==> src/rtl/lgs_pkg.sv <==
// Shared types, constants and helpers for the life generation step block.
// Holds the job record passed from the front part to the back part.
// No dependencies.
package lgs_pkg;

  localparam int COLS = 64;
  localparam int CFG_W = 7;
  localparam int CNT_W = 7;
  localparam int STAT_W = 16;
  localparam int QUEUE_DEPTH = 4;
  localparam int QPTR_W = $clog2(QUEUE_DEPTH);

  localparam logic [CFG_W-1:0] COLS_RESET = CFG_W'(COLS);
  localparam logic [3:0] BIRTH_COUNT = 4'd3;
  localparam logic [3:0] SURVIVE_COUNT = 4'd2;
  localparam logic [STAT_W-1:0] STAT_MAX = '1;

  // One queued job: the three-row window of the first result, whether that
  // result closes the frame, and whether a second, closing result follows.
  typedef struct packed {
    logic [COLS-1:0] up;
    logic [COLS-1:0] mid;
    logic [COLS-1:0] down;
    logic            first_last;
    logic            pair;
  } lgs_job_t;

  // Mask of the columns in use; widths above the grid act as the grid width.
  function automatic logic [COLS-1:0] width_mask(input logic [CFG_W-1:0] cols);
    logic [CFG_W-1:0] n;
    n = (cols > CFG_W'(COLS)) ? CFG_W'(COLS) : cols;
    if (n >= CFG_W'(COLS)) begin
      width_mask = '1;
    end else begin
      width_mask = (COLS'(1) << n) - COLS'(1);
    end
  endfunction

endpackage

==> src/rtl/lgs_front.sv <==
// Front part of the life generation step: takes rows and forms jobs.
// Keeps the row above and the row in hand; depends on lgs_pkg.
module lgs_front
  import lgs_pkg::*;
(
  input  logic            clk,
  input  logic            rst_n,
  input  logic [COLS-1:0] col_mask,
  input  logic            take,
  input  logic [COLS-1:0] row_cells,
  input  logic            last_row,
  output logic            push,
  output lgs_job_t        job
);

  logic [COLS-1:0] row_above_r, row_above_nxt;
  logic [COLS-1:0] row_middle_r, row_middle_nxt;
  logic            middle_valid_r, middle_valid_nxt;
  logic [COLS-1:0] row;

  assign row = row_cells & col_mask;

  always_comb begin
    row_above_nxt = row_above_r;
    row_middle_nxt = row_middle_r;
    middle_valid_nxt = middle_valid_r;
    push = 1'b0;
    job.up = row_above_r;
    job.mid = row_middle_r;
    job.down = row;
    job.first_last = 1'b0;
    job.pair = last_row;
    if (take) begin
      if (!middle_valid_r) begin
        // A lone row marked last is a whole grid on its own.
        job.up = '0;
        job.mid = row;
        job.down = '0;
        job.first_last = 1'b1;
        job.pair = 1'b0;
        push = last_row;
        row_above_nxt = '0;
        row_middle_nxt = row;
        middle_valid_nxt = !last_row;
      end else begin
        push = 1'b1;
        if (last_row) begin
          row_above_nxt = '0;
          middle_valid_nxt = 1'b0;
        end else begin
          row_above_nxt = row_middle_r;
          row_middle_nxt = row;
        end
      end
    end
  end

  always_ff @(posedge clk) begin
    if (!rst_n) begin
      row_above_r <= '0;
      middle_valid_r <= 1'b0;
    end else begin
      row_above_r <= row_above_nxt;
      middle_valid_r <= middle_valid_nxt;
    end
  end

  always_ff @(posedge clk) begin
    row_middle_r <= row_middle_nxt;
  end

endmodule

==> src/rtl/lgs_queue.sv <==
// Short job queue between the front and back parts of the life step.
// Flip-flop storage, one push and one pop a cycle; depends on lgs_pkg.
module lgs_queue
  import lgs_pkg::*;
(
  input  logic     clk,
  input  logic     rst_n,
  input  logic     push,
  input  lgs_job_t push_job,
  input  logic     pop,
  output logic     full,
  output logic     not_empty,
  output lgs_job_t head
);

  lgs_job_t            slot_r [QUEUE_DEPTH];
  logic [QPTR_W-1:0]   wr_ptr_r, wr_ptr_nxt;
  logic [QPTR_W-1:0]   rd_ptr_r, rd_ptr_nxt;
  logic [QPTR_W:0]     count_r, count_nxt;
  logic                do_pop;

  assign full = (count_r == (QPTR_W+1)'(QUEUE_DEPTH));
  assign not_empty = (count_r != '0);
  assign head = slot_r[rd_ptr_r];
  assign do_pop = pop && not_empty;

  always_comb begin
    wr_ptr_nxt = push ? wr_ptr_r + QPTR_W'(1) : wr_ptr_r;
    rd_ptr_nxt = do_pop ? rd_ptr_r + QPTR_W'(1) : rd_ptr_r;
    count_nxt = count_r;
    if (push && !do_pop) begin
      count_nxt = count_r + (QPTR_W+1)'(1);
    end else if (!push && do_pop) begin
      count_nxt = count_r - (QPTR_W+1)'(1);
    end
  end

  always_ff @(posedge clk) begin
    if (!rst_n) begin
      wr_ptr_r <= '0;
      rd_ptr_r <= '0;
      count_r <= '0;
    end else begin
      wr_ptr_r <= wr_ptr_nxt;
      rd_ptr_r <= rd_ptr_nxt;
      count_r <= count_nxt;
    end
  end

  always_ff @(posedge clk) begin
    if (push) begin
      slot_r[wr_ptr_r] <= push_job;
    end
  end

endmodule

==> src/rtl/lgs_back.sv <==
// Back part of the life step: evaluates jobs, counts changes, keeps totals.
// Two register stages, the second being the output register; uses lgs_pkg.
module lgs_back
  import lgs_pkg::*;
(
  input  logic              clk,
  input  logic              rst_n,
  input  logic [COLS-1:0]   col_mask,
  input  logic              job_valid,
  input  lgs_job_t          job,
  output logic              job_pop,
  output logic              out_valid,
  input  logic              out_stall,
  output logic [COLS-1:0]   out_new_row,
  output logic [CNT_W-1:0]  out_row_births,
  output logic [CNT_W-1:0]  out_row_deaths,
  output logic              out_last_of_frame,
  output logic [STAT_W-1:0] out_frame_births,
  output logic [STAT_W-1:0] out_frame_deaths,
  output logic [STAT_W-1:0] out_stable_generations
);

  // Next state of every cell of mid, all columns side by side.
  function automatic logic [COLS-1:0] next_gen(input logic [COLS-1:0] up,
                                               input logic [COLS-1:0] mid,
                                               input logic [COLS-1:0] down);
    logic [COLS+1:0] u;
    logic [COLS+1:0] m;
    logic [COLS+1:0] d;
    logic [3:0]      cnt;
    logic [COLS-1:0] res;
    u = {1'b0, up, 1'b0};
    m = {1'b0, mid, 1'b0};
    d = {1'b0, down, 1'b0};
    for (int c = 0; c < COLS; c++) begin
      cnt = 4'(u[c]) + 4'(u[c+1]) + 4'(u[c+2]) + 4'(m[c]) + 4'(m[c+2])
          + 4'(d[c]) + 4'(d[c+1]) + 4'(d[c+2]);
      res[c] = (cnt == BIRTH_COUNT) || (m[c+1] && (cnt == SURVIVE_COUNT));
    end
    return res;
  endfunction

  logic              second_r, second_nxt;
  logic              s1_valid_r;
  logic [COLS-1:0]   s1_row_r, s1_born_r, s1_died_r;
  logic              s1_last_r;
  logic              s1_load, s1_move, s2_load;

  logic [COLS-1:0]   win_up, win_mid, win_down, nxt_row;
  logic              win_last;

  logic [STAT_W-1:0] births_total_r, births_total_nxt;
  logic [STAT_W-1:0] deaths_total_r, deaths_total_nxt;
  logic [STAT_W-1:0] stable_count_r, stable_count_nxt;
  logic [CNT_W-1:0]  born_cnt, died_cnt;
  logic [STAT_W:0]   b_sum, d_sum;
  logic [STAT_W-1:0] b_sat, d_sat, stable_out;

  assign s2_load = !out_valid || !out_stall;
  assign s1_move = s1_valid_r && s2_load;
  assign s1_load = job_valid && (!s1_valid_r || s1_move);

  // The second beat of a pair shifts the window down one row.
  always_comb begin
    if (second_r) begin
      win_up = job.mid;
      win_mid = job.down;
      win_down = '0;
      win_last = 1'b1;
    end else begin
      win_up = job.up;
      win_mid = job.mid;
      win_down = job.down;
      win_last = job.first_last;
    end
    win_up = win_up & col_mask;
    win_mid = win_mid & col_mask;
    win_down = win_down & col_mask;
    nxt_row = next_gen(win_up, win_mid, win_down) & col_mask;
  end

  always_comb begin
    second_nxt = second_r;
    job_pop = 1'b0;
    if (s1_load) begin
      if (job.pair && !second_r) begin
        second_nxt = 1'b1;
      end else begin
        second_nxt = 1'b0;
        job_pop = 1'b1;
      end
    end
  end

  always_ff @(posedge clk) begin
    if (!rst_n) begin
      second_r <= 1'b0;
      s1_valid_r <= 1'b0;
    end else begin
      second_r <= second_nxt;
      if (s1_load) begin
        s1_valid_r <= 1'b1;
      end else if (s1_move) begin
        s1_valid_r <= 1'b0;
      end
    end
  end

  always_ff @(posedge clk) begin
    if (s1_load) begin
      s1_row_r <= nxt_row;
      s1_born_r <= nxt_row & ~win_mid;
      s1_died_r <= win_mid & ~nxt_row;
      s1_last_r <= win_last;
    end
  end

  // Counting and frame totals, done as a row enters the output register.
  always_comb begin
    born_cnt = CNT_W'($countones(s1_born_r));
    died_cnt = CNT_W'($countones(s1_died_r));
    b_sum = {1'b0, births_total_r} + (STAT_W+1)'(born_cnt);
    d_sum = {1'b0, deaths_total_r} + (STAT_W+1)'(died_cnt);
    b_sat = b_sum[STAT_W] ? STAT_MAX : b_sum[STAT_W-1:0];
    d_sat = d_sum[STAT_W] ? STAT_MAX : d_sum[STAT_W-1:0];
    births_total_nxt = births_total_r;
    deaths_total_nxt = deaths_total_r;
    stable_count_nxt = stable_count_r;
    if (s1_move) begin
      if (s1_last_r) begin
        births_total_nxt = '0;
        deaths_total_nxt = '0;
        if (b_sat == d_sat) begin
          if (stable_count_r != STAT_MAX) begin
            stable_count_nxt = stable_count_r + STAT_W'(1);
          end
        end else begin
          stable_count_nxt = '0;
        end
      end else begin
        births_total_nxt = b_sat;
        deaths_total_nxt = d_sat;
      end
    end
    stable_out = s1_last_r ? stable_count_nxt : stable_count_r;
  end

  always_ff @(posedge clk) begin
    if (!rst_n) begin
      births_total_r <= '0;
      deaths_total_r <= '0;
      stable_count_r <= '0;
      out_valid <= 1'b0;
    end else begin
      births_total_r <= births_total_nxt;
      deaths_total_r <= deaths_total_nxt;
      stable_count_r <= stable_count_nxt;
      if (s2_load) begin
        out_valid <= s1_valid_r;
      end
    end
  end

  always_ff @(posedge clk) begin
    if (s1_move) begin
      out_new_row <= s1_row_r;
      out_row_births <= born_cnt;
      out_row_deaths <= died_cnt;
      out_last_of_frame <= s1_last_r;
      out_frame_births <= s1_last_r ? b_sat : '0;
      out_frame_deaths <= s1_last_r ? d_sat : '0;
      out_stable_generations <= stable_out;
    end
  end

endmodule

==> src/rtl/life_generation_step.sv <==
// Top level of the life generation step: one B3/S23 generation, row by row.
// Instantiates lgs_front, lgs_queue and lgs_back; uses lgs_pkg.
//
//   channel  direction  handshake           payload
//   in_      input      in_valid/in_stall   in_row_cells, in_last_row
//   out_     output     out_valid/out_stall new row, change counts, frame stats
//   cfg_     input      cfg_valid/cfg_ready cfg_cols_in_use
//
// One row is taken each cycle while the four-entry job queue has room.
// A row marked last that closes a taller grid yields two results, so the back
// part evaluates that job twice; other rows yield at most one result. A result
// passes the queue, the stage-one register and the output register after the row
// below it (or a lone last row) is taken; the closing result of a pair follows
// the first. Reset (rst_n low at a clock edge) drops the held rows, clears the
// totals and the stable count, and sets the width to 64 columns. A stalled
// output holds both back stages; the queue then fills and in_stall rises.
module life_generation_step
  import lgs_pkg::*;
(
  input  logic              clk,
  input  logic              rst_n,
  input  logic              in_valid,
  output logic              in_stall,
  input  logic [COLS-1:0]   in_row_cells,
  input  logic              in_last_row,
  output logic              out_valid,
  input  logic              out_stall,
  output logic [COLS-1:0]   out_new_row,
  output logic [CNT_W-1:0]  out_row_births,
  output logic [CNT_W-1:0]  out_row_deaths,
  output logic              out_last_of_frame,
  output logic [STAT_W-1:0] out_frame_births,
  output logic [STAT_W-1:0] out_frame_deaths,
  output logic [STAT_W-1:0] out_stable_generations,
  input  logic              cfg_valid,
  output logic              cfg_ready,
  input  logic [CFG_W-1:0]  cfg_cols_in_use
);

  logic [CFG_W-1:0] cols_r;
  logic [COLS-1:0]  col_mask;
  logic             take, push, pop, full, not_empty;
  lgs_job_t         new_job, head_job;

  assign cfg_ready = 1'b1;
  assign col_mask = width_mask(cols_r);
  assign in_stall = full;
  assign take = in_valid && !full;

  always_ff @(posedge clk) begin
    if (!rst_n) begin
      cols_r <= COLS_RESET;
    end else if (cfg_valid && cfg_ready) begin
      cols_r <= cfg_cols_in_use;
    end
  end

  lgs_front u_front (
    .clk       (clk),
    .rst_n     (rst_n),
    .col_mask  (col_mask),
    .take      (take),
    .row_cells (in_row_cells),
    .last_row  (in_last_row),
    .push      (push),
    .job       (new_job)
  );

  lgs_queue u_queue (
    .clk       (clk),
    .rst_n     (rst_n),
    .push      (push),
    .push_job  (new_job),
    .pop       (pop),
    .full      (full),
    .not_empty (not_empty),
    .head      (head_job)
  );

  lgs_back u_back (
    .clk                    (clk),
    .rst_n                  (rst_n),
    .col_mask               (col_mask),
    .job_valid              (not_empty),
    .job                    (head_job),
    .job_pop                (pop),
    .out_valid              (out_valid),
    .out_stall              (out_stall),
    .out_new_row            (out_new_row),
    .out_row_births         (out_row_births),
    .out_row_deaths         (out_row_deaths),
    .out_last_of_frame      (out_last_of_frame),
    .out_frame_births       (out_frame_births),
    .out_frame_deaths       (out_frame_deaths),
    .out_stable_generations (out_stable_generations)
  );

endmodule
==> config.mk <==
export PLATFORM = sky130hd
export DESIGN_NAME = life_generation_step
export DESIGN_NICKNAME = d
export VERILOG_FILES = /design/src/rtl/lgs_pkg.sv /design/src/rtl/lgs_front.sv /design/src/rtl/lgs_queue.sv /design/src/rtl/lgs_back.sv /design/src/rtl/life_generation_step.sv
export SDC_FILE = /design/constraint.sdc
export NUM_CORES = 2
export LEC_CHECK = 0
export BUFFER_PORTS_ARGS = -buffer_cell sky130_fd_sc_hd__buf_2
export CAP_MARGIN = 20
export CORE_MARGIN = 2
export CORE_UTILIZATION = 50
export CTS_CLUSTER_SIZE = 30
export DETAILED_ROUTE_END_ITERATION = 12
export GPL_TIMING_DRIVEN = 0
export PLACE_DENSITY = 0.69
export SYNTH_ARGS = -nofsm -noshare
export SYNTH_HDL_FRONTEND = slang
export SYNTH_HIERARCHICAL = 1
export SYNTH_SLANG_ARGS = --single-unit
==> constraint.sdc <==
create_clock -name clk -period 8.9 [get_ports clk]
set_clock_uncertainty 0.2 [all_clocks]
set_input_delay 0.445 -clock clk [delete_from_list [all_inputs] [get_ports clk]]
set_output_delay 0.445 -clock clk [all_outputs]
set_load 0.05 [all_outputs]
After elaboration in Yosys (flattened, before gate mapping)
Memories as Yosys holds them, arrays and structs flattened. A register that Yosys moved wholly into a read port is not among the register bits.
Index checks and enable logic that the tools add are counted.
Storage, ports and cells
  output and inout port bits: 130
  word-level logic and storage cells: 928
  register bits after elaboration: 514
  memories kept: 1
  input port bits: 77
  memory bits (writable): 776
Cells by class
  eq/ne operators: 132
  mux-type cells: 35
  $add $sub $neg: 575
  bitwise gates (word level): 9
  reduce and logical (&&, ||, !) cells: 149
  order comparisons: 2
  shift operators: 1
Memory list
  u_queue.slot_r: words 4, width 194, read ports 1, clocked after Yosys merged registers in 1, write ports 1, RTL line lgs_queue.sv:16  | lgs_job_t slot_r [QUEUE_DEPTH];
Operators by type and width (number)
  $add A4 B1 Y4: 378
  $eq A4 B2 Y1 const B: 128
  $mux W64: 8
  $and A64 B64 Y64: 7
  $add A7 B7 Y7: 62
  $mux W194: 2
  $add A1 B1 Y2: 127
  $mux W16: 9
  $not A64 Y64: 2
  $logic_and A1 B1 Y1: 71
  $logic_or A1 B1 Y1: 66
  $shl A1 B7 Y64 const A: 1
  $sub A64 B2 Y64 const B: 1
  $add A16 B7 Y17: 2
  $add A16 B1 Y16 const B: 1
  $eq A16 B16 Y1: 1
  $ne A16 B16 Y1 const B: 1
  $mux W1: 11
  $logic_not A1 Y1: 8
  $ge A7 B7 Y1 const B: 1
  $gt A7 B7 Y1 const B: 1
  $mux W7: 1
  $mux W3: 2
  $add A2 B1 Y2 const B: 2
  other kinds (8): 10

Logic depth before layout (Yosys ltp)
  depth after elaboration: 19
  gate-level depth with buffers: 35
  gate-level depth less buffers: 32

By module
The synthesis kept the hierarchy.
Modules (own cells, without submodules)
  lgs_back: area each 30421.7 µm², cells an instance 2683, instances 1, sequential area each 10630.2 µm²
  lgs_queue: area each 28464.8 µm², cells an instance 1057, instances 1, sequential area each 23482.5 µm²
  lgs_front: area each 6897.9 µm², cells an instance 640, instances 1, sequential area each 3223.1 µm²
  life_generation_step: area each 2290.9 µm², cells an instance 338, instances 1, sequential area each 140.1 µm²

Least setup slack after synthesis
Ideal clock, no wire load.
  path type: reg-to-reg
  from: register u_back.s1_born_r[17]
  to: register u_back.out_stable_generations[5] (data pin)
  buffers on the path: 2
  required time: 8.560 ns
  setup time: 0.140 ns
  cell stages (with the launch flop): 32
  arrival: 8.197 ns
  setup slack: 0.363 ns
  period minus slack after synthesis: 8.537 ns
  path through: edfxtp_1 -> fa_1 -> inv_1 -> fa_1 -> fa_1 -> fa_1 -> inv_1 -> fa_1 -> fa_1 -> fa_1 -> inv_1 -> fa_1 -> inv_1 -> fa_1 -> a21oi_1 -> nor2_1 -> nor2_1 -> nor2b_1 -> o21ai_0 -> nand2b_1 -> ha_1 -> buf_2 -> nand2b_1 -> o221ai_1 -> or3_4 -> or4_1 -> nor2_1 -> o311ai_1 -> nor4_4 -> a31oi_2 -> buf_2 -> nor2_1
Between the ends
  cells in the longest elaborated chain, start to end: 13
Ends and longest elaborated chain
  start: declaration: RTL line lgs_back.sv:45  | logic [COLS-1:0] s1_row_r, s1_born_r, s1_died_r;
  start signal: assignment: RTL line lgs_back.sv:112  | s1_born_r <= nxt_row & ~win_mid;
  $add A1 B1 Y2 (not written as such): RTL line lgs_back.sv:120  | born_cnt = CNT_W'($countones(s1_born_r));
  $add A7 B7 Y7 (not written as such) (5 in a row): RTL line lgs_back.sv:120
  named net u_back.born_cnt[6]: RTL line lgs_back.sv:55  | logic [CNT_W-1:0] born_cnt, died_cnt;
  $add A16 B7 Y17: RTL line lgs_back.sv:122  | b_sum = {1'b0, births_total_r} + (STAT_W+1)'(born_cnt);
  $mux W16: RTL line lgs_back.sv:124  | b_sat = b_sum[STAT_W] ? STAT_MAX : b_sum[STAT_W-1:0];
  $eq A16 B16 Y1: RTL line lgs_back.sv:133  | if (b_sat == d_sat) begin
  $mux W16: RTL line lgs_back.sv:133
  $mux W16: RTL line lgs_back.sv:130  | if (s1_last_r) begin
  $mux W16: RTL line lgs_back.sv:129  | if (s1_move) begin
  $mux W16: RTL line lgs_back.sv:145  | stable_out = s1_last_r ? stable_count_nxt : stable_count_r;
  named net u_back.stable_out[5]: RTL line lgs_back.sv:57  | logic [STAT_W-1:0] b_sat, d_sat, stable_out;
  end signal: assignment: RTL line lgs_back.sv:172  | out_stable_generations <= stable_out;
  end: declaration: RTL line lgs_back.sv:20  | output logic [STAT_W-1:0] out_stable_generations
The timed path passes the listed nets, and every way through them passes these cells.
A chain may end at the register's enable or synchronous reset.

Worst setup path after layout
  from: register u_back.s1_born_r[17]
  to: register u_back.out_stable_generations[9] (data pin)
The elaborated chain is that of the path after synthesis.

==> impl_metrics.yaml <==
critical_path:
  critPathSlowestCell: "fa_1"
  critPathMaxStageDelay_ns: 0.57
  crit_type: "reg -> reg"
  endpoint_kind: "register"
  reg2regPathDepth: 35
  required_ns: 9.23
  start_kind: "register"
  cp.arrival_ns: 9.31
  path_max_fanout: 6
  r2r_setup_slack_ns: -0.07
  r2r-end: "u_back/out_stable_generations[9]$_DFFE_PP_"
  path_common_cell: "fa_1"
  rr_startpoint: "u_back/s1_born_r[17]$_DFFE_PP_"
yosys:
  synth_fp_nets: 5397
  ys.flop_type: "edfxtp_1"
  synth.yosys.seq_area_share: 0.551
  synth_edf_count: 1160
  postSynthCellCount: 4718
  synth_cell_type_count: 102
  avgSynthCellArea_sq_um: 14.4
  synth_area_sq_um: 68100
  async_flop_share: 0
  yosys_warnings: 6
  yosys_register_bits: 1292
drt:
  drtPass1Iterations: 6
  drt-initial-drc-count: 3927
  wl_per_cell_um: 25.5
  vias: 40970
  ant_nets: 0
  route.detailed.drc: 0
  viasPerCell: 5.76
  routed_wl_mm: 181
placed_design:
  dpl_cell_area_sq_um: 72000
  dpl.hpwl_mm: 131
  gp_congestion: 0.931
  place_ws_ns: -1.11
  dp_cells: 6731
  placement.io_buffers: 203
final_layout:
  final_cell_mix: "edfxtp_1 (1160), inv_1 (470), fa_1 (344), buf_2 (245), ha_1 (232)"
  stdcell_count: 7113
  areaGrowthSynthToFinish_pct: 15.8
  fill_cells: 10489
  drive_gt1_frac: 0.198
  layout_commonest_cell: "edfxtp_1"
  fin_area_sq_um: 78900
  nets: 5894
min_path:
  worstHoldPathCells: 2
  worstHoldPathType: "in -> reg"
  hold_start: "rst_n"
  worstHoldEndpoint: "u_queue/count_r[2]$_SDFFE_PN0P_"
cts:
  cts_sinks: 1292
  htree_levels: 4
  cts.path.max_buffers: 3
  cts_buffers: 138
  clockRootBuffer: "clkbuf_16"
  cts_tree: "yes"
  worst_skew_pair.late_latency_ns: 0.82
  clkTransAtPathRegs_ns: 0.06
sta:
  hold_violations: 0
  relSlewSlack: 0.226
  fin_crit_sh: 1.01
  setup_ws_ns: -0.0731
  rsz0062_at_grt: "true"
  setup-tns-final_ns: -0.587
  setup_viol: 13
  worst_slew_pin_slew_ns: 1.15
  fin_crit_ns: 8.97
  drv_slew: 0
  fmax_mhz: 111
die:
  ios: 207
  die-area_sq_um: 139000
  die_w_um: 373
  initial_core_util: 0.503
  std_cell_rows: 135
  die_y_um: 373
  core_area_sq_um: 135000
grt:
  grt_pass1_wl_mm: 268
  grt_remaining_overflow: 0
  grt_start_max_net_pins: 110
  grt_pass1_vias: 41116
  antenna_found_initial: 8
  grt_use_total: 0.261
outcome:
  failed_checks: "setup timing"
  status: "finished with violations"
job:
  maxCapViolCount: 0
worst max-delay path by stage:
| stage | end | from |
|---|---|---|
| after floorplan | u_back/out_stable_generations[5]$_DFFE_PP_ | u_back/s1_born_r[17]$_DFFE_PP_ |
| after global placement | u_front/row_middle_r[13]$_DFFE_PP_ | u_queue/count_r[0]$_SDFFE_PN0P_ |
| after detailed placement | u_back/out_stable_generations[10]$_DFFE_PP_ | u_back/s1_born_r[29]$_DFFE_PP_ |
| after CTS | u_back/out_stable_generations[11]$_DFFE_PP_ | u_back/s1_born_r[33]$_DFFE_PP_ |
| after global routing | u_back/out_stable_generations[4]$_DFFE_PP_ | u_back/s1_born_r[47]$_DFFE_PP_ |
| final | u_back/out_stable_generations[9]$_DFFE_PP_ | u_back/s1_born_r[17]$_DFFE_PP_ |
area by class of cell:
cell class	count	area, sq um	share of cell area
Clock buffer	172	3700	0.0470
Tap cell	1781	2230	0.0283
Timing Repair Buffer	359	2860	0.0362
Clock inverter	83	1060	0.0135
Sequential cell	1292	37500	0.475
Inverter	488	1840	0.0234
Antenna cell	2	5.00	0.0000635
Buffer	179	1020	0.0129
Multi-Input combinational cell	2757	28700	0.363
synthesized netlist by cell type (all sizes together), types with 12 or more instances:
master | count | area share
nand2b | 79 | 0.0074
a22oi | 14 | 0.0015
mux2i | 77 | 0.011
and3 | 130 | 0.012
inv | 488 | 0.027
nand3 | 95 | 0.0071
nor2 | 149 | 0.0084
clkbuf | 86 | 0.0047
a21boi | 75 | 0.0083
nand3b | 69 | 0.0078
a21oi | 124 | 0.0091
and2 | 226 | 0.021
mux4 | 194 | 0.064
xnor2 | 36 | 0.0046
nand2 | 166 | 0.0093
dfxtp | 132 | 0.039
or3 | 12 | 0.0012
ha | 239 | 0.044
mux2 | 141 | 0.023
nor3b | 22 | 0.0032
fa | 363 | 0.11
buf | 95 | 0.0099
nor3 | 29 | 0.0024
a31oi | 13 | 0.0013
xor2 | 20 | 0.0026
o21ai | 116 | 0.0088
nand4 | 12 | 0.0012
nand4b | 65 | 0.0084
edfxtp | 1160 | 0.51
o21a | 65 | 0.0073
a211oi | 12 | 0.0014
nor2b | 103 | 0.0095
critical path, delay by kind of cell, from the launching register on:
family	cells	cell delay (ns)
fa+ha+maj	11	4.91
compound gates	7	1.30
buf+inv	9	1.03
simple gates	8	0.82
flops	1	0.41
flip-flops by register name, summed over array words and instances (netlist names), 64 cells and up, named ones only:
register	flops
u_queue/slot_r	776
u_back/out_new_row	64
u_back/s1_born_r	64
u_back/s1_died_r	64
u_back/s1_row_r	64
u_front/row_middle_r	64
u_front/row_above_r	64
stage by stage:
stage                     hold slack [ns]   util
final                               0.145  0.583
after global routing                0.131  0.583
after CTS                          0.0906  0.579
after detailed placement            0.205  0.532
after global placement              0.201  0.527
after floorplan                     0.200      -
per-layer routing:
layer  share of wire  global-route usage  routed length (um)  vias up
li1                -                   -                   -    18164
met1            0.42               0.363               76300    20991
met2            0.48               0.424               87300     1546
met3           0.067              0.0385               12100      265
met4           0.031              0.0861                5590        4
met5         0.00014                   0                  26        -
repair_timing:
item / CTS / global route
setup buffers: 27 / 14
hold buffers: 81 / 0
gates cloned: 2 / 1
gates resized for setup: 105 / 96
setup endpoints to repair: 40 / 32
endpoints found under the hold margin: 460 / 0
pin swaps: 36 / 77
kinds of logic (layout without fill, tap and decap cells):
logic type,after synthesis,count (layout),share of synthesized area
AO/OA/AOI/OAI,494,494,0.0478
XOR/XNOR,56,56,0.00720
multiplexers,412,412,0.0988
AND/OR/NAND/NOR,1190,1190,0.103
buffers and inverters,669,1281,0.0416
other,1,3,0.0000551
adder cells (fa/ha/maj),604,604,0.151
flip-flops,1292,1292,0.551
Power is not shown: default switching activity piles up to over one toggle a cycle in this logic, so the estimate is an artifact.
